==> src/cadd_pkg.sv <==
// ----------------------------------------------------------------------------
// cadd_pkg
// shared types and constants of the copy/add delta decoder
// ----------------------------------------------------------------------------
`default_nettype none

package cadd_pkg;

   localparam int unsigned REF_DEPTH = 65536;
   localparam int REF_AW = $clog2(REF_DEPTH);
   localparam int REF_LW = $clog2(REF_DEPTH + 1);
   localparam int NUM_W = 24;
   localparam int CMP_W = (NUM_W > REF_LW) ? NUM_W : REF_LW;

   localparam int QUEUE_DEPTH = 4;
   localparam int Q_AW = $clog2(QUEUE_DEPTH);
   localparam int Q_CW = $clog2(QUEUE_DEPTH + 1);

   localparam logic [2:0] OP_LOAD    = 3'd0;
   localparam logic [2:0] OP_DELTA   = 3'd1;
   localparam logic [2:0] OP_END     = 3'd2;
   localparam logic [2:0] OP_DRAIN   = 3'd3;
   localparam logic [2:0] OP_RESTART = 3'd4;

   localparam logic [7:0] CH_A     = 8'h41;
   localparam logic [7:0] CH_C     = 8'h43;
   localparam logic [7:0] CH_COLON = 8'h3A;
   localparam logic [7:0] CH_COMMA = 8'h2C;
   localparam logic [7:0] CH_NL    = 8'h0A;
   localparam logic [7:0] CH_ZERO  = 8'h30;
   localparam logic [7:0] CH_NINE  = 8'h39;

   localparam logic [1:0] ST_RUN   = 2'd0;
   localparam logic [1:0] ST_DONE  = 2'd1;
   localparam logic [1:0] ST_BAD   = 2'd2;
   localparam logic [1:0] ST_RANGE = 2'd3;

   typedef enum logic [2:0] {
      KIND_LOAD,
      KIND_DELTA,
      KIND_END,
      KIND_DRAIN,
      KIND_RESTART,
      KIND_NONE
   } kind_type;

   typedef struct packed {
      kind_type   kind;
      logic [7:0] data;
      logic       is_digit;
      logic [3:0] digit;
      logic       is_a;
      logic       is_c;
      logic       is_colon;
      logic       is_comma;
      logic       is_nl;
   } item_type;

   typedef struct packed {
      logic       out_valid;
      logic [7:0] out_byte;
      logic       busy_res;
      logic       copy_last;
      logic [1:0] status;
   } rsp_type;

endpackage

`default_nettype wire

==> src/cadd_front.sv <==
// ----------------------------------------------------------------------------
// cadd_front
// request queue: decodes the operation and classifies the byte on entry
// ----------------------------------------------------------------------------
`default_nettype none

module cadd_front
   import cadd_pkg::*;
(
   input  logic       clock,
   input  logic       reset,
   input  logic       push,
   output logic       full,
   input  logic [2:0] operation,
   input  logic [7:0] data_byte,
   input  logic       deq,
   output logic       avail,
   output item_type   head
);

   item_type            slot_ff [QUEUE_DEPTH];
   logic [Q_AW-1:0]     wr_ptr_ff;
   logic [Q_AW-1:0]     wr_ptr_in;
   logic [Q_AW-1:0]     rd_ptr_ff;
   logic [Q_AW-1:0]     rd_ptr_in;
   logic [Q_CW-1:0]     count_ff;
   logic [Q_CW-1:0]     count_in;
   logic                wr_en;
   logic                rd_en;
   item_type            item;

   always_comb begin
      item          = '0;
      item.data     = data_byte;
      item.is_digit = (data_byte >= CH_ZERO) && (data_byte <= CH_NINE);
      item.digit    = 4'(data_byte - CH_ZERO);
      item.is_a     = (data_byte == CH_A);
      item.is_c     = (data_byte == CH_C);
      item.is_colon = (data_byte == CH_COLON);
      item.is_comma = (data_byte == CH_COMMA);
      item.is_nl    = (data_byte == CH_NL);
      unique case (operation)
         OP_LOAD: begin
            item.kind = KIND_LOAD;
         end
         OP_DELTA: begin
            item.kind = KIND_DELTA;
         end
         OP_END: begin
            item.kind = KIND_END;
         end
         OP_DRAIN: begin
            item.kind = KIND_DRAIN;
         end
         OP_RESTART: begin
            item.kind = KIND_RESTART;
         end
         default: begin
            item.kind = KIND_NONE;
         end
      endcase
   end

   assign full  = (count_ff == Q_CW'(QUEUE_DEPTH));
   assign avail = (count_ff != '0);
   assign head  = slot_ff[rd_ptr_ff];
   assign wr_en = push && !full;
   assign rd_en = deq && avail;

   always_comb begin
      wr_ptr_in = wr_en ? wr_ptr_ff + 1'b1 : wr_ptr_ff;
      rd_ptr_in = rd_en ? rd_ptr_ff + 1'b1 : rd_ptr_ff;
      count_in  = count_ff + Q_CW'(wr_en) - Q_CW'(rd_en);
   end

   always_ff @(posedge clock) begin
      if (reset) begin
         wr_ptr_ff <= '0;
         rd_ptr_ff <= '0;
         count_ff  <= '0;
      end else begin
         wr_ptr_ff <= wr_ptr_in;
         rd_ptr_ff <= rd_ptr_in;
         count_ff  <= count_in;
      end
   end

   always_ff @(posedge clock) begin
      if (wr_en) begin
         slot_ff[wr_ptr_ff] <= item;
      end
   end

endmodule

`default_nettype wire

==> config.mk <==
export PLATFORM = sky130hd
export DESIGN_NAME = cadd_front
export DESIGN_NICKNAME = d
export VERILOG_FILES = /design/src/cadd_pkg.sv /design/src/cadd_front.sv
export SDC_FILE = /design/constraint.sdc
export NUM_CORES = 1
export LEC_CHECK = 0
export BUFFER_PORTS_ARGS = -buffer_cell sky130_fd_sc_hd__buf_2
export CORE_AREA = 8 8 110 72
export DETAILED_ROUTE_END_ITERATION = 12
export DIE_AREA = 0 0 118 80
export GPL_TIMING_DRIVEN = 1
export PLACE_DENSITY = 0.73
export SLEW_MARGIN = 20
export SYNTH_ARGS = -nofsm -noshare
export SYNTH_HDL_FRONTEND = slang
export SYNTH_SLANG_ARGS = --single-unit
==> constraint.sdc <==
create_clock -name clock -period 2.1 [get_ports clock]
set_input_delay 0.21 -clock clock [delete_from_list [all_inputs] [get_ports clock]]
set_output_delay 0.21 -clock clock [all_outputs]
set_load 0.05 [all_outputs]
## Yosys cells after proc, flatten, opt, wreduce, memory -nomap -nowiden

Memory sizes are Yosys's and may differ from the RTL's. A register that Yosys moved wholly into a read port is not among the register bits.
Index checks and enable logic that the tools add are counted.

- Flip-flop bits (word level): 7
- Memory bits (writable): 84
- Bits of input ports: 15
- Output and inout port bits: 23
- Logic and storage cells: 32
- Memories kept: 1

Memory list:

| name | words | width | read ports | clocked after memory_dff | write ports | line | RTL |
|---|---|---|---|---|---|---|---|
| slot_ff | 4 | 21 | 1 | 1 | 1 | cadd_front.sv:21 | `item_type slot_ff [QUEUE_DEPTH];` |

- Add/subtract/negate cells: 5
- $lt $le $gt $ge: 2
- Eq/ne operators: 10
- Multiplexer cells: 5
- Reductions and logical operators: 6

Operators with widths:

| operator | number |
|---|---|
| $eq 8x6->1 const B | 2 |
| $eq 8x7->1 const B | 2 |
| $pmux 3 s5 | 1 |
| $eq 8x4->1 const B | 1 |
| $ge 8x6->1 const B | 1 |
| $le 8x6->1 const B | 1 |
| $eq 3x2->1 const B | 2 |
| $eq 3x3->1 const B | 2 |
| $add 2x1->2 const B | 2 |
| $mux 2 | 2 |
| $sub 4x1->4 const B | 1 |
| $add 3x1->3 | 1 |
| $eq 3x1->1 const B | 1 |
| $logic_and 1x1->1 | 3 |
| $logic_not 3->1 | 1 |
| $reduce_bool 3->1 | 1 |
| $sub 3x1->3 | 1 |
| $mux 1 | 2 |
| $logic_not 1->1 | 1 |

## Longest topological paths before layout

- Word-level depth: 5
- Depth in mapped cells: 10
- Depth with buffers taken out: 10

## Worst setup path after synthesis

Ideal clock, no wire load.

- Kind: register to register
- From: reg count_ff[2]
- To: reg count_ff[2]
- Library setup time: 124 ps
- Data arrival time: 2,449 ps
- Data required time: 1,976 ps
- Slack: -473 ps
- Stages on the path, launching flop included: 11
- Path buffers: 0
- Clock period less this slack: 2,573 ps
- Cells stage by stage: dfxtp_1 -> nor3b_2 -> nor2_1 -> inv_1 -> ha_1 -> inv_1 -> ha_1 -> fa_1 -> xnor2_1 -> xnor2_1 -> nor2_1

- Word-level cells in the longest chain between the ends: 5
- Elaborated cells between the ends (all ways): 7
- Those cells by class: add/sub: 2; eq/ne: 1; reduce/logical: 4

RTL lines:

| what | line | RTL |
|---|---|---|
| start: declaration | cadd_front.sv:26 | `logic [Q_CW-1:0] count_ff;` |
| start signal: assignment | cadd_front.sv:84 | `count_ff <= count_in;` |
| $eq 3x3->1 | cadd_front.sv:64 | `assign full = (count_ff == Q_CW'(QUEUE_DEPTH));` |
| named net full | cadd_front.sv:13 | `output logic full,` |
| $logic_not 1->1 | cadd_front.sv:67 | `assign wr_en = push && !full;` |
| $logic_and 1x1->1 | cadd_front.sv:67 |  |
| $add 3x1->3 | cadd_front.sv:73 | `count_in = count_ff + Q_CW'(wr_en) - Q_CW'(rd_en);` |
| $sub 3x1->3 | cadd_front.sv:73 |  |

The timed path passes the listed nets, and every way through them passes these cells.
A chain may end at the register's enable or synchronous reset.

## Worst setup path after layout

- From: reg count_ff[2]
- To: reg count_ff[2]

- Word-level cells in the longest chain between the ends: 5
- Elaborated cells between the ends (all ways): 7
- Those cells by class: add/sub: 2; eq/ne: 1; reduce/logical: 4

RTL lines:

| what | line |
|---|---|
| $eq 3x3->1 | cadd_front.sv:64 |
| $logic_not 1->1 | cadd_front.sv:67 |
| $logic_and 1x1->1 | cadd_front.sv:67 |
| $add 3x1->3 | cadd_front.sv:73 |
| $sub 3x1->3 (*) | cadd_front.sv:73 |

Every way passes the cells marked *; elsewhere a longest branch is shown, timed or not.

==> flow_metrics.tcl <==
set metrics [dict create \
    dr.pass1.iters 4 \
    rsz0062_at_grt "no" \
    grt_pass1_vias 1648 \
    end_kind "flop" \
    drc 0 \
    finalHoldViolCount 0 \
    max_slew.worst_pin.slew_ns 0.6379 \
    clk_pin_slew_worst_paths_ns 0.08 \
    grt_antenna_before_repair 0 \
    maxSlewViolCount 0 \
    ys_seq_elements 77 \
    intPower_mw 3.067 \
    sw_frac_of_total 0.3619 \
    layout_min_cycle_time_ns 1.969 \
    fillers 482 \
    syn_area_mm2 0.003085 \
    timing.fmax_mhz 507.9 \
    synth_fp_nets 181 \
    synth_top_area_frac 0.6618 \
    switchingPower_mw 1.740 \
    p_comb_frac 0.348 \
    ios 38 \
    antenna_cells 0 \
    power_density_mw_per_mm2 1325 \
    via_count 1512 \
    cts-root-buf "clkbuf_8" \
    irDropWorstVdd_mv 0.5822 \
    post-dp-hpwl_um 3598 \
    yosysTopAreaCell "edfxtp_1" \
    track_usage 0.1224 \
    die_y_um 80 \
    place_inst 281 \
    ys.flop_type "edfxtp_1" \
    drt-total-wl_um 5354 \
    cp_max_fo 5 \
    timing.slew.headroom 0.5687 \
    viasPerCell 5.091 \
    coreArea_mm2 0.006360 \
    clock-sinks 77 \
    ys_warn_count 0 \
    post-cts-setup-buffers 0 \
    num_rows 23 \
    setup_violations 0 \
    r2r_slack_ns 0.13 \
    grt_pass1_wl_um 8625 \
    report.power.total_mw 4.807 \
    synth_area_per_cell_um2 19.41 \
    clk_path_buf_depth 2 \
    start_util 0.4851 \
    htree_levels 3 \
    yosysSeqAreaShare 0.7202 \
    ant_nets 0 \
    clk_latency_ns 0.34 \
    port_buffers 37 \
    worst_setup_path_start_kind "flop" \
    globalplace.congestion 0.7752 \
    status "finished, final reports clean" \
    grt_overflow 0 \
    synth_cell_types 35 \
    synthCells 159 \
    nNetsFinal 227 \
    p_seq_frac 0.404 \
    dieArea_mm2 0.009440 \
    clockPowerShare 0.248 \
    drv_cap 0 \
    worstSetupPathType "flop to flop" \
    synth_edf_count 68 \
    cp_data_required_time_ns 2.34 \
    wl_per_cell_um 18.03 \
    cts_buffers 9 \
    fin_cells 297 \
    p_leak_nw 1.275 \
    synth_area_leaders "edfxtp_1 66%, mux4_2 10%, dfxtp_1 5.8%" \
    fp.dieW_um 118 \
    arrival_ns 2.21 \
    min_period_over_period 0.9377 \
    drive_gt1_frac 0.4048 \
    finalClockSkew_ns 0.007282 \
    area_delta_synth_final_pct 17.56 \
    grt_max_degree 18 \
    cts_tree "yes" \
    ys_async_sr_fraction 0 \
    hold_path_class "input port to flop" \
    drt_iter0_drc 82 \
]
[repair_timing]
item                       in CTS  in global routing
cloned                          0                  0
hold buffers                    0                  0
setup endpoints to repair      12                  1
gates resized for setup         2                  2
[power groups by stage]
stage / Combinational [mW] / Sequential [mW] / Clock [mW]
finish: 1.67 / 1.94 / 1.19
global placement: 1.67 / 1.96 / 0
detailed placement: 1.68 / 1.97 / 0
global route: 1.78 / 1.96 / 1.28
CTS: 1.69 / 1.94 / 1.22
floorplan: 1.40 / 1.93 / 0
[kinds of logic after synthesis]
kind of cell               Yosys count  synth area share
adders and majority gates            7           0.03082
AOI/OAI and AO/OA                    6           0.01379
buffers and inverters               17           0.03122
muxes                               18            0.1310
DFF                                 77            0.7202
xor gates and xnor gates             4           0.01136
and+or+nand+nor                     30           0.06163
[sequential cells by signal, summed over array words and instances (netlist names), named ones only]
name / cells
count_ff: 3
rd_ptr_ff: 2
slot_ff: 68
wr_ptr_ff: 2
[critical path, cell delays in order (launching register included)]
cell and delay, ns:
dfxtp_2 0.36, nor3b_4 0.17, nor2_2 0.12, inv_1 0.05, ha_1 0.27, inv_1 0.04
ha_2 0.16, fa_2 0.35, xnor2_2 0.17, xnor2_1 0.13, nor2_1 0.05
[metal layers]
layer  GRT usage  wire (µm)  up-vias
met5           0          0        -
met4     0.04701         61        0
met3     0.05367        317        6
met2      0.1829       2444       39
met1      0.1552       2531      754
li1            -          -      713
[synthesized netlist by cell type, drive strengths merged (2+ instances only)]
| cell | instances |
|---|---|
| edfxtp | 68 |
| mux4 | 17 |
| dfxtp | 9 |
| nor2 | 8 |
| buf | 7 |
| inv | 7 |
| ha | 6 |
| and2 | 4 |
| nor2b | 4 |
| clkbuf | 3 |
| xnor2 | 3 |
| nand2b | 2 |
| nor4 | 2 |
| nor4b | 2 |
| or3 | 2 |
[cell type report]
class	instances	area (µm²)	share of cell area
Multi-Input combinational cell	65	788.3	0.2173
Clock inverter	6	87.58	0.02415
Sequential cell	77	2227	0.6140
Inverter	7	26.28	0.007244
Tap cell	87	108.9	0.03001
Timing Repair Buffer	45	261.5	0.07209
Clock buffer	10	127.6	0.03518
[through the flow]
| stage | utilization | hold WS [ns] | cell area [µm²] | worst slack [ns] | setup TNS (ns) |
|---|---|---|---|---|---|
| floorplan | - | 0.3089 | 3102 | -0.1374 | -0.2460 |
| global placement | 0.5343 | 0.4681 | 3398 | 0.1284 | 0 |
| detailed placement | 0.5343 | 0.4684 | 3398 | 0.09982 | 0 |
| CTS | 0.5690 | 0.09893 | 3618 | 0.08791 | 0 |
| global route | 0.5703 | 0.1113 | 3627 | 0.02312 | 0 |
| finish | 0.5703 | 0.1105 | 3627 | 0.1309 | 0 |
[path summary, 6_finish.rpt]
kind | from | to | cells after the start
worst max-delay path | count_ff[2] | count_ff[2] | 10
worst min register to register | wr_ptr_ff[1] | wr_ptr_ff[1] | 2
worst max register to register | count_ff[2] | count_ff[2] | 10
worst min-delay path | operation[2] | slot_ff[0][20] | 1
[layout by cell type (no fill, tap or decap), types with 3 or more instances in the layout]
cell,n
ha_1,5
buf_2,37
and2_1,4
edfxtp_1,68
clkbuf_8,9
inv_1,7
buf_4,6
nor2_1,7
nor2b_1,4
mux4_2,14
dfxtp_1,5
dfxtp_2,4
mux4_1,3
Note: power is estimated with default switching activity, not from simulation.
