--- config.mk ---
export PLATFORM = sky130hd
export DESIGN_NAME = cadd_outq
export DESIGN_NICKNAME = d
export VERILOG_FILES = /design/src/cadd_pkg.sv /design/src/cadd_outq.sv
export SDC_FILE = /design/constraint.sdc
export NUM_CORES = 1
export LEC_CHECK = 0
export ABC_CLOCK_PERIOD_IN_PS = 2650
export BUFFER_PORTS_ARGS = -buffer_cell sky130_fd_sc_hd__buf_2
export CORE_MARGIN = 2
export CORE_UTILIZATION = 50
export DETAILED_ROUTE_END_ITERATION = 7
export GPL_TIMING_DRIVEN = 1
export PLACE_DENSITY = 0.8
export SYNTH_ARGS = -nofsm -noshare
export SYNTH_HDL_FRONTEND = slang
export SYNTH_SLANG_ARGS = --single-unit
--- constraint.sdc ---
create_clock -name clock -period 2.65 [get_ports clock]
set_input_delay 0.1325 -clock clock [delete_from_list [all_inputs] [get_ports clock]]
set_output_delay 0.1325 -clock clock [all_outputs]
set_load 0.005 [all_outputs]
--- src/cadd_pkg.sv ---
// ----------------------------------------------------------------------------
// cadd_pkg
// shared types and constants of the copy/add delta decoder
// ----------------------------------------------------------------------------
`default_nettype none

package cadd_pkg;

   localparam int unsigned REF_DEPTH = 65536;
   localparam int REF_AW = $clog2(REF_DEPTH);
   localparam int REF_LW = $clog2(REF_DEPTH + 1);
   localparam int NUM_W = 24;
   localparam int CMP_W = (NUM_W > REF_LW) ? NUM_W : REF_LW;

   localparam int QUEUE_DEPTH = 4;
   localparam int Q_AW = $clog2(QUEUE_DEPTH);
   localparam int Q_CW = $clog2(QUEUE_DEPTH + 1);

   localparam logic [2:0] OP_LOAD    = 3'd0;
   localparam logic [2:0] OP_DELTA   = 3'd1;
   localparam logic [2:0] OP_END     = 3'd2;
   localparam logic [2:0] OP_DRAIN   = 3'd3;
   localparam logic [2:0] OP_RESTART = 3'd4;

   localparam logic [7:0] CH_A     = 8'h41;
   localparam logic [7:0] CH_C     = 8'h43;
   localparam logic [7:0] CH_COLON = 8'h3A;
   localparam logic [7:0] CH_COMMA = 8'h2C;
   localparam logic [7:0] CH_NL    = 8'h0A;
   localparam logic [7:0] CH_ZERO  = 8'h30;
   localparam logic [7:0] CH_NINE  = 8'h39;

   localparam logic [1:0] ST_RUN   = 2'd0;
   localparam logic [1:0] ST_DONE  = 2'd1;
   localparam logic [1:0] ST_BAD   = 2'd2;
   localparam logic [1:0] ST_RANGE = 2'd3;

   typedef enum logic [2:0] {
      KIND_LOAD,
      KIND_DELTA,
      KIND_END,
      KIND_DRAIN,
      KIND_RESTART,
      KIND_NONE
   } kind_type;

   typedef struct packed {
      kind_type   kind;
      logic [7:0] data;
      logic       is_digit;
      logic [3:0] digit;
      logic       is_a;
      logic       is_c;
      logic       is_colon;
      logic       is_comma;
      logic       is_nl;
   } item_type;

   typedef struct packed {
      logic       out_valid;
      logic [7:0] out_byte;
      logic       busy_res;
      logic       copy_last;
      logic [1:0] status;
   } rsp_type;

endpackage

`default_nettype wire

--- src/cadd_outq.sv ---
// ----------------------------------------------------------------------------
// cadd_outq
// result queue toward the consumer
// ----------------------------------------------------------------------------
`default_nettype none

module cadd_outq
   import cadd_pkg::*;
(
   input  logic            clock,
   input  logic            reset,
   input  logic            push,
   input  rsp_type         data_in,
   input  logic            pop,
   output logic            empty,
   output rsp_type         head,
   output logic [Q_CW-1:0] level
);

   rsp_type             slot_ff [QUEUE_DEPTH];
   logic [Q_AW-1:0]     wr_ptr_ff;
   logic [Q_AW-1:0]     wr_ptr_in;
   logic [Q_AW-1:0]     rd_ptr_ff;
   logic [Q_AW-1:0]     rd_ptr_in;
   logic [Q_CW-1:0]     count_ff;
   logic [Q_CW-1:0]     count_in;
   logic                rd_en;

   assign empty = (count_ff == '0);
   assign level = count_ff;
   assign head  = slot_ff[rd_ptr_ff];
   assign rd_en = pop && !empty;

   always_comb begin
      wr_ptr_in = push ? wr_ptr_ff + 1'b1 : wr_ptr_ff;
      rd_ptr_in = rd_en ? rd_ptr_ff + 1'b1 : rd_ptr_ff;
      count_in  = count_ff + Q_CW'(push) - Q_CW'(rd_en);
   end

   always_ff @(posedge clock) begin
      if (reset) begin
         wr_ptr_ff <= '0;
         rd_ptr_ff <= '0;
         count_ff  <= '0;
      end else begin
         wr_ptr_ff <= wr_ptr_in;
         rd_ptr_ff <= rd_ptr_in;
         count_ff  <= count_in;
      end
   end

   always_ff @(posedge clock) begin
      if (push) begin
         slot_ff[wr_ptr_ff] <= data_in;
      end
   end

endmodule

`default_nettype wire

Word-level counts from Yosys, hierarchy flattened
Memories as Yosys holds them, arrays and structs flattened. A register that Yosys moved wholly into a read port is not among the register bits.
Cells that the tools add are included.
Widths: inputs -> output; s select.
- register bits after elaboration: 7
- bits in writable memories: 52
- input bits: 17
- output and inout bits: 17
- word-level logic and storage cells: 15
- memories kept: 1
- $add $sub $neg: 4
- mux-type cells: 4
- reduce and logical (&&, ||, !) cells: 3
- memory list (name ; words ; bits a word ; read ports ; clocked after memory_dff ; write ports ; line ; text):
    slot_ff ; 4 ; 13 ; 1 ; 1 ; 1 ; cadd_outq.sv:20 ; rsp_type slot_ff [QUEUE_DEPTH];
- operators by type and width (cell ; number):
    $add 2x1->2 const B ; 2
    $mux 2 ; 2
    $add 3x1->3 ; 1
    $logic_not 3->1 ; 1
    $sub 3x1->3 ; 1
    $mux 1 ; 2
    $logic_and 1x1->1 ; 1
    $logic_not 1->1 ; 1

Depth between registers and ports, before layout
Gate-level depths: netlist of the first run.
- word-level depth: 5
- gate-level depth with buffers: 8

Worst setup path after synthesis of the first run
OpenSTA, ideal clock, no wires.
- path kind: register to register
- start: reg count_ff[1], in the netlist level[1]
- end: reg count_ff[2], in the netlist level[2]
- setup time: 0.126 ns
- arrival time: 1.755 ns
- path slack: 0.769 ns
- cell stages (with the launch flop): 9
- buffers on the path: 0
- period minus slack after synthesis: 1.881 ns
- path through: dfxtp_1 o31a_1 ha_1 inv_1 ha_1 inv_1 fa_1 xnor3_1 nor2_1
- cells in the longest elaborated chain, start to end: 4
- ends and longest elaborated chain (what ; line ; text):
    from (decl) ; cadd_outq.sv:25 ; logic [Q_CW-1:0] count_ff;
    from (signal assigned) ; cadd_outq.sv:48 ; count_ff <= count_in;
    $logic_not 3->1 ; cadd_outq.sv:29 ; assign empty = (count_ff == '0);
    $logic_not 1->1 ; cadd_outq.sv:32 ; assign rd_en = pop && !empty;
    $logic_and 1x1->1 ; cadd_outq.sv:32 ;
    via rd_en ; cadd_outq.sv:27 ; logic rd_en;
    $sub 3x1->3 ; cadd_outq.sv:37 ; count_in = count_ff + Q_CW'(push) - Q_CW'(rd_en);
The timed path passes the listed nets, and every way through them passes these cells.
A chain may end at the register's enable or synchronous reset.

==> results_dict.tcl, run 1 <==
set metrics [dict create \
    power_frac_seq 0.511 \
    grtUsageMet2 0.2732 \
    maxCapViolCount 0 \
    start_kind "register" \
    wl_per_cell_um 18.01 \
    regToRegStartpoint "level[1]" \
    power_mw 2.339 \
    crit_path_end_kind "primary output" \
    fin_tns_setup_ns 0 \
    ys_types 20 \
    status "completed" \
    critPathCapture "head[1]" \
    yosysSeqAreaShare 0.7432 \
    cts_resized 0 \
    yosys_warnings 0 \
    first_iter_violations 115 \
    gr-total-overflow 0 \
    rsz0062_at_grt "false" \
    power.internal_mw 1.772 \
    drc_errors 0 \
    dr.pass1.iters 4 \
    synth-xor-area-share 0.01335 \
    clk_latency_ns 0.32 \
    die_x_um 72.46 \
    cts_inserted_buffers 9 \
    power_frac_comb 0.188 \
    use_met1 0.1734 \
    crit_arrival_ns 1.92 \
    ys_seq_elements 61 \
    nNetsFinal 177 \
    core_um2 4444 \
    synth_mux_area_frac 0.1484 \
    start_util 0.5273 \
    wl_um 3783 \
    timing.fmax_ghz 0.4877 \
    syn_area_um2 2343 \
    finalCritPeriodShare 0.7738 \
    p_sw_mw 0.5669 \
    tritoncts "built" \
    grt_pass1_wl_um 5899 \
    busiest_layer "met2" \
    synth_top_family_by_area "multiplexers" \
    first_global_vias 1230 \
    p_clk_frac 0.302 \
    syn_to_final_growth_pct 16.66 \
    cts_root_buf "clkbuf_8" \
    synthAdderAreaFrac 0.04058 \
    nFillCells 320 \
    hp-start "data_in[3]" \
    post-route-util 0.6151 \
    drive_gt1_frac 0.3797 \
    antenna-diode-count 0 \
    reg2reg_depth 8 \
    syn_nets 135 \
    htreeDepth 3 \
    slew_viol_final 0 \
    numPortBuffers 33 \
    via_per_inst 5.443 \
    rows 24 \
    antenna_left 0 \
    clk_pin_slew_ns 0.06 \
    grt_max_degree 14 \
    ir_drop_v 0.0004888 \
    min_period_ns 2.051 \
    crit_fanout 7 \
    final.setup_skew_ns 0.006336 \
    ff2ff_setup_slack_ns 0.70 \
    switching_share 0.2424 \
    dieHeight_um 72.46 \
    required_ns 2.52 \
    setup_violations 0 \
    slew_headroom 0.5404 \
    worstMarginPinSlew_ns 0.6894 \
    antenna_found_initial 0 \
    r2r_end "level[2]" \
    die_area_um2 5250 \
    ios 34 \
    hold_viol 0 \
    cts_buffer_depth 2 \
    post-cts-setup-buffers 0 \
    cts.sinks 61 \
    synth_simple_gate_area_share 0.03043 \
    critPathKind "reg2out" \
    grtUsageMet3 0.05278 \
    hold_path.class "in2reg" \
    p_per_area_nw_per_um2 855.5 \
    syn_area_per_cell_um2 21.11 \
    leakage_nw 0.9986 \
    dp_hpwl_um 2559 \
    synthCells 111 \
    vias 1143 \
    hold_buffers 0 \
    gp_congestion 0.6682 \
    grt_usage 0.1624 \
    synth_compound_area_frac 0.007475 \
]
## critical path, stage by stage, from the launching register on
cell and delay (ns):
dfxtp_1 0.60, buf_4 0.28, mux4_1 0.58, buf_2 0.14
## cells in the final DEF, fill, tap and decap left out
| cell | Yosys | layout |
|---|---|---|
| edfxtp_1 | 52 | 52 |
| buf_2 | 1 | 33 |
| clkbuf_8 | 0 | 11 |
| mux4_2 | 10 | 10 |
| dfxtp_1 | 9 | 9 |
| nor2_1 | 6 | 6 |
| ha_1 | 6 | 6 |
| inv_1 | 5 | 5 |
| and2_1 | 4 | 4 |
| mux4_1 | 3 | 3 |
| nor2b_1 | 3 | 3 |
| mux2_2 | 3 | 3 |
| clkbuf_1 | 1 | 3 |
| clkinv_2 | 0 | 2 |
| o31a_1 | 1 | 1 |
| nor3_1 | 1 | 1 |
| xnor2_1 | 1 | 1 |
| o311ai_0 | 1 | 1 |
| mux2i_1 | 1 | 1 |
| xnor3_1 | 1 | 1 |
| fa_1 | 1 | 1 |
| buf_4 | 0 | 1 |
## registers in the layout (all words and copies together), names as in the netlist, named ones only
name,cells
rd_ptr_ff,2
slot_ff,52
level,3
wr_ptr_ff,2
## logic make-up after synthesis
kind of cell / Yosys count
multiplexers: 17
AND/OR/NAND/NOR: 14
buffers and inverters: 8
adder cells (fa/ha/maj): 7
flip-flops: 61
AO/OA/AOI/OAI: 2
XOR/XNOR: 2
## cells in the mapped netlist (all sizes together)
cell | number | area share
nor2 | 6 | 0.0096
xnor2 | 1 | 0.0037
mux2i | 1 | 0.0043
xnor3 | 1 | 0.0096
ha | 6 | 0.032
o311ai | 1 | 0.0037
and2 | 4 | 0.011
clkbuf | 1 | 0.0016
mux2 | 3 | 0.014
buf | 2 | 0.0069
o31a | 1 | 0.0037
mux4 | 13 | 0.13
nor3 | 1 | 0.0021
dfxtp | 9 | 0.077
nor2b | 3 | 0.0080
edfxtp | 52 | 0.67
fa | 1 | 0.0085
inv | 5 | 0.0080
## how the worst min path moves through the flow
stage,slack (ns),cells past startpoint,end
6_report,0.02,1,slot_ff[0][3]
5_1_grt,0.002,1,slot_ff[0][3]
4_1_cts,0.007,1,slot_ff[0][3]
3_5_place_dp,0.35,1,slot_ff[0][3]
3_3_place_gp,0.34,1,slot_ff[0][12]
2_1_floorplan,0.23,0,slot_ff[0][0]
## through the flow
step	area [µm²]	cells	hold slack, ns	setup slack (ns)
2_1_floorplan	2344	111	0.2314	0.7689
5_1_grt	2734	210	0.002161	0.4591
6_report	2734	210	0.02284	0.5994
4_1_cts	2734	210	0.006691	0.5285
3_5_place_dp	2561	194	0.3523	0.6920
3_3_place_gp	2561	194	0.3440	0.7791
## cell type report
class	instances	area (µm²)	share of cell area
clock inverter	2	10.01	0.003661
multi-input combinational	42	563.0	0.2059
tap	52	65.06	0.02380
clock buffer	14	162.7	0.05950
inverter	5	18.77	0.006865
timing repair buffer	34	172.7	0.06316
sequential	61	1742	0.6371
## per-layer routing
metal	vias up	part of all wire	wire length, µm
met5	-	0	0
met4	0	0.021	81
met3	6	0.053	200
met2	33	0.51	1935
met1	576	0.41	1565
li1	528	-	-
## power groups by stage
| stage | registers [mW] | clock network (mW) | logic, mW |
|---|---|---|---|
| global placement | 1.21 | 0 | 0.425 |
| floorplan | 1.18 | 0 | 0.312 |
| finish | 1.19 | 0.706 | 0.439 |
| CTS | 1.20 | 0.723 | 0.449 |
| detailed placement | 1.22 | 0 | 0.447 |
| global route | 1.21 | 0.753 | 0.482 |
Power figures use the tool's default switching activity.
==> inputs of run 2 (changes only) <==
ABC_CLOCK_PERIOD_IN_PS = 1850   (was 2650)
PLACE_DENSITY = 0.83   (was 0.8)
clock period = 1.85 ns   (was 2.65 ns; I/O delays follow)
==> run 2 against run 1 <==
Effect of this change:
- cell count grew 10%
- combinational power grew 77%
- core utilization grew 4.1 points
- non-clock buffer count grew 21
- global-route usage grew 0.69 points
- routed wire length grew 4.1%
- die area is the same
- via count grew 5.9%
- cell area grew 6.7%
==> results_dict.tcl, run 2 (synthesis gave the netlist of run 1 again) <==
set metrics [dict create \
    slew_headroom 0.5340 \
    power_frac_comb 0.230 \
    gr-total-overflow 0 \
    hold_path.class "in2reg" \
    required_ns 2.06 \
    worstMarginPinSlew_ns 0.6990 \
    grt_max_degree 14 \
    leakage_nw 1.087 \
    wl_met2_um 2175 \
    wl_per_cell_um 17.05 \
    status "completed" \
    final.setup_skew_ns 0.004422 \
    antenna_found_initial 0 \
    hold_path_depth 2 \
    drc_errors 0 \
    dp_hpwl_um 2638 \
    start_util 0.5273 \
    hold_viol 0 \
    cts_inserted_buffers 9 \
    largest_reg_flops 52 \
    min_period_ns 1.813 \
    ir_drop_v 0.0007207 \
    p_clk_frac 0.283 \
    rsz0062_at_grt "true" \
    gp_congestion 0.7036 \
    die_area_um2 5250 \
    dieHeight_um 72.46 \
    grt_pass1_wl_um 6058 \
    met1Wirelength_um 1533 \
    grt_usage 0.1694 \
    power_mw 3.377 \
    drive_gt1_frac 0.3799 \
    ff2ff_setup_slack_ns 0.04 \
    dr.pass1.iters 4 \
    rows 24 \
    top_layer_used "met4" \
    first_global_vias 1279 \
    antenna_left 0 \
    clk_pin_slew_ns 0.06 \
    syn_to_final_growth_pct 24.45 \
    cts.sinks 61 \
    p_per_area_nw_per_um2 1158 \
    layout_commonest_cell "edfxtp_1" \
    wl_um 3938 \
    first_iter_violations 39 \
    antenna-diode-count 0 \
    tritoncts "built" \
    slew_viol_final 0 \
    vias 1210 \
    start_kind "register" \
    nNetsFinal 198 \
    crit_path_end_kind "register" \
    die_x_um 72.46 \
    crit_fanout 2 \
    htreeDepth 3 \
    reg2reg_depth 8 \
    timing.fmax_ghz 0.5515 \
    clk_latency_ns 0.32 \
    power_frac_seq 0.487 \
    numPortBuffers 33 \
    core_um2 4444 \
    maxCapViolCount 0 \
    dpl_cell_area_um2 2621 \
    p_sw_mw 0.8144 \
    power.internal_mw 2.562 \
    ios 34 \
    cts_buffer_depth 2 \
    switching_share 0.2412 \
    via_per_inst 5.238 \
    cts_root_buf "clkbuf_8" \
    wl_met3_um 171 \
    layout_common_cells "edfxtp_1 (52), buf_2 (33), dlygate4sd3_1 (13)" \
    max_flop_register "slot_ff" \
    critPathKind "reg2reg" \
    setup_violations 0 \
    crit_arrival_ns 2.02 \
    finalCritPeriodShare 0.9802 \
    design_area_um2 2917 \
]
## run 2: worst max-delay path, stage by stage, from the launching register on
cell and delay, ns:
dfxtp_2 0.32, o31a_1 0.31, ha_1 0.28, inv_1 0.06, ha_1 0.13, inv_1 0.05
fa_2 0.33, xnor3_1 0.20, nor2_1 0.04
## run 2: area by class of cell
cell class,instances,area (µm²)
Clock inverter,3,12.51
Tap cell,52,65.06
Clock buffer,13,148.9
Sequential cell,61,1743
Multi-Input combinational cell,42,565.5
Inverter,5,18.77
Timing Repair Buffer,55,362.8
Fill cell,314,1528
## run 2: through the flow
stage / setup WS, ns / hold WS [ns] / util / TNS [ns] / cells
after floorplan: 0.003897 / 0.1914 / - / 0 / 111
after global placement: 0.07606 / 0.3028 / 0.5898 / 0 / 202
after detailed placement: -0.01011 / 0.3144 / 0.5898 / -0.01011 / 202
after CTS: 0.01734 / 0.05129 / 0.6560 / 0 / 231
after global routing: -0.07098 / 0.07384 / 0.6563 / -0.1164 / 231
final: 0.03663 / 0.05487 / 0.6563 / 0 / 231
## run 2: power by group through the flow
stage / logic, mW / clock network [mW] / registers (mW)
global route: 0.855 / 1.04 / 1.65
finish: 0.778 / 0.954 / 1.64
detailed placement: 0.767 / 0 / 1.67
CTS: 0.796 / 0.986 / 1.64
floorplan: 0.446 / 0 / 1.69
global placement: 0.723 / 0 / 1.66
## run 2: layer usage
metal,GRT usage,vias to the layer above
met2,0.2956,32
met4,0.09259,0
met5,0,-
met3,0.06667,6
li1,-,571
met1,0.1734,601
## run 2: what timing repair did
action                                 in CTS  in global routing
setup endpoints to repair                   1                  2
endpoints found under the hold margin      52                  0
pin swaps                                   1                  0
hold buffers                               13                  0
cloned                                      0                  0
resized for setup                           1                  1
setup buffers                               0                  0
## run 2: path summary, 6_finish.rpt
kind / startpoint / end
setup / recovery: level[1] / level[2]
hold / removal: reset / level[1]
setup reg to reg: level[1] / level[2]
hold reg to reg: wr_ptr_ff[1] / wr_ptr_ff[1]
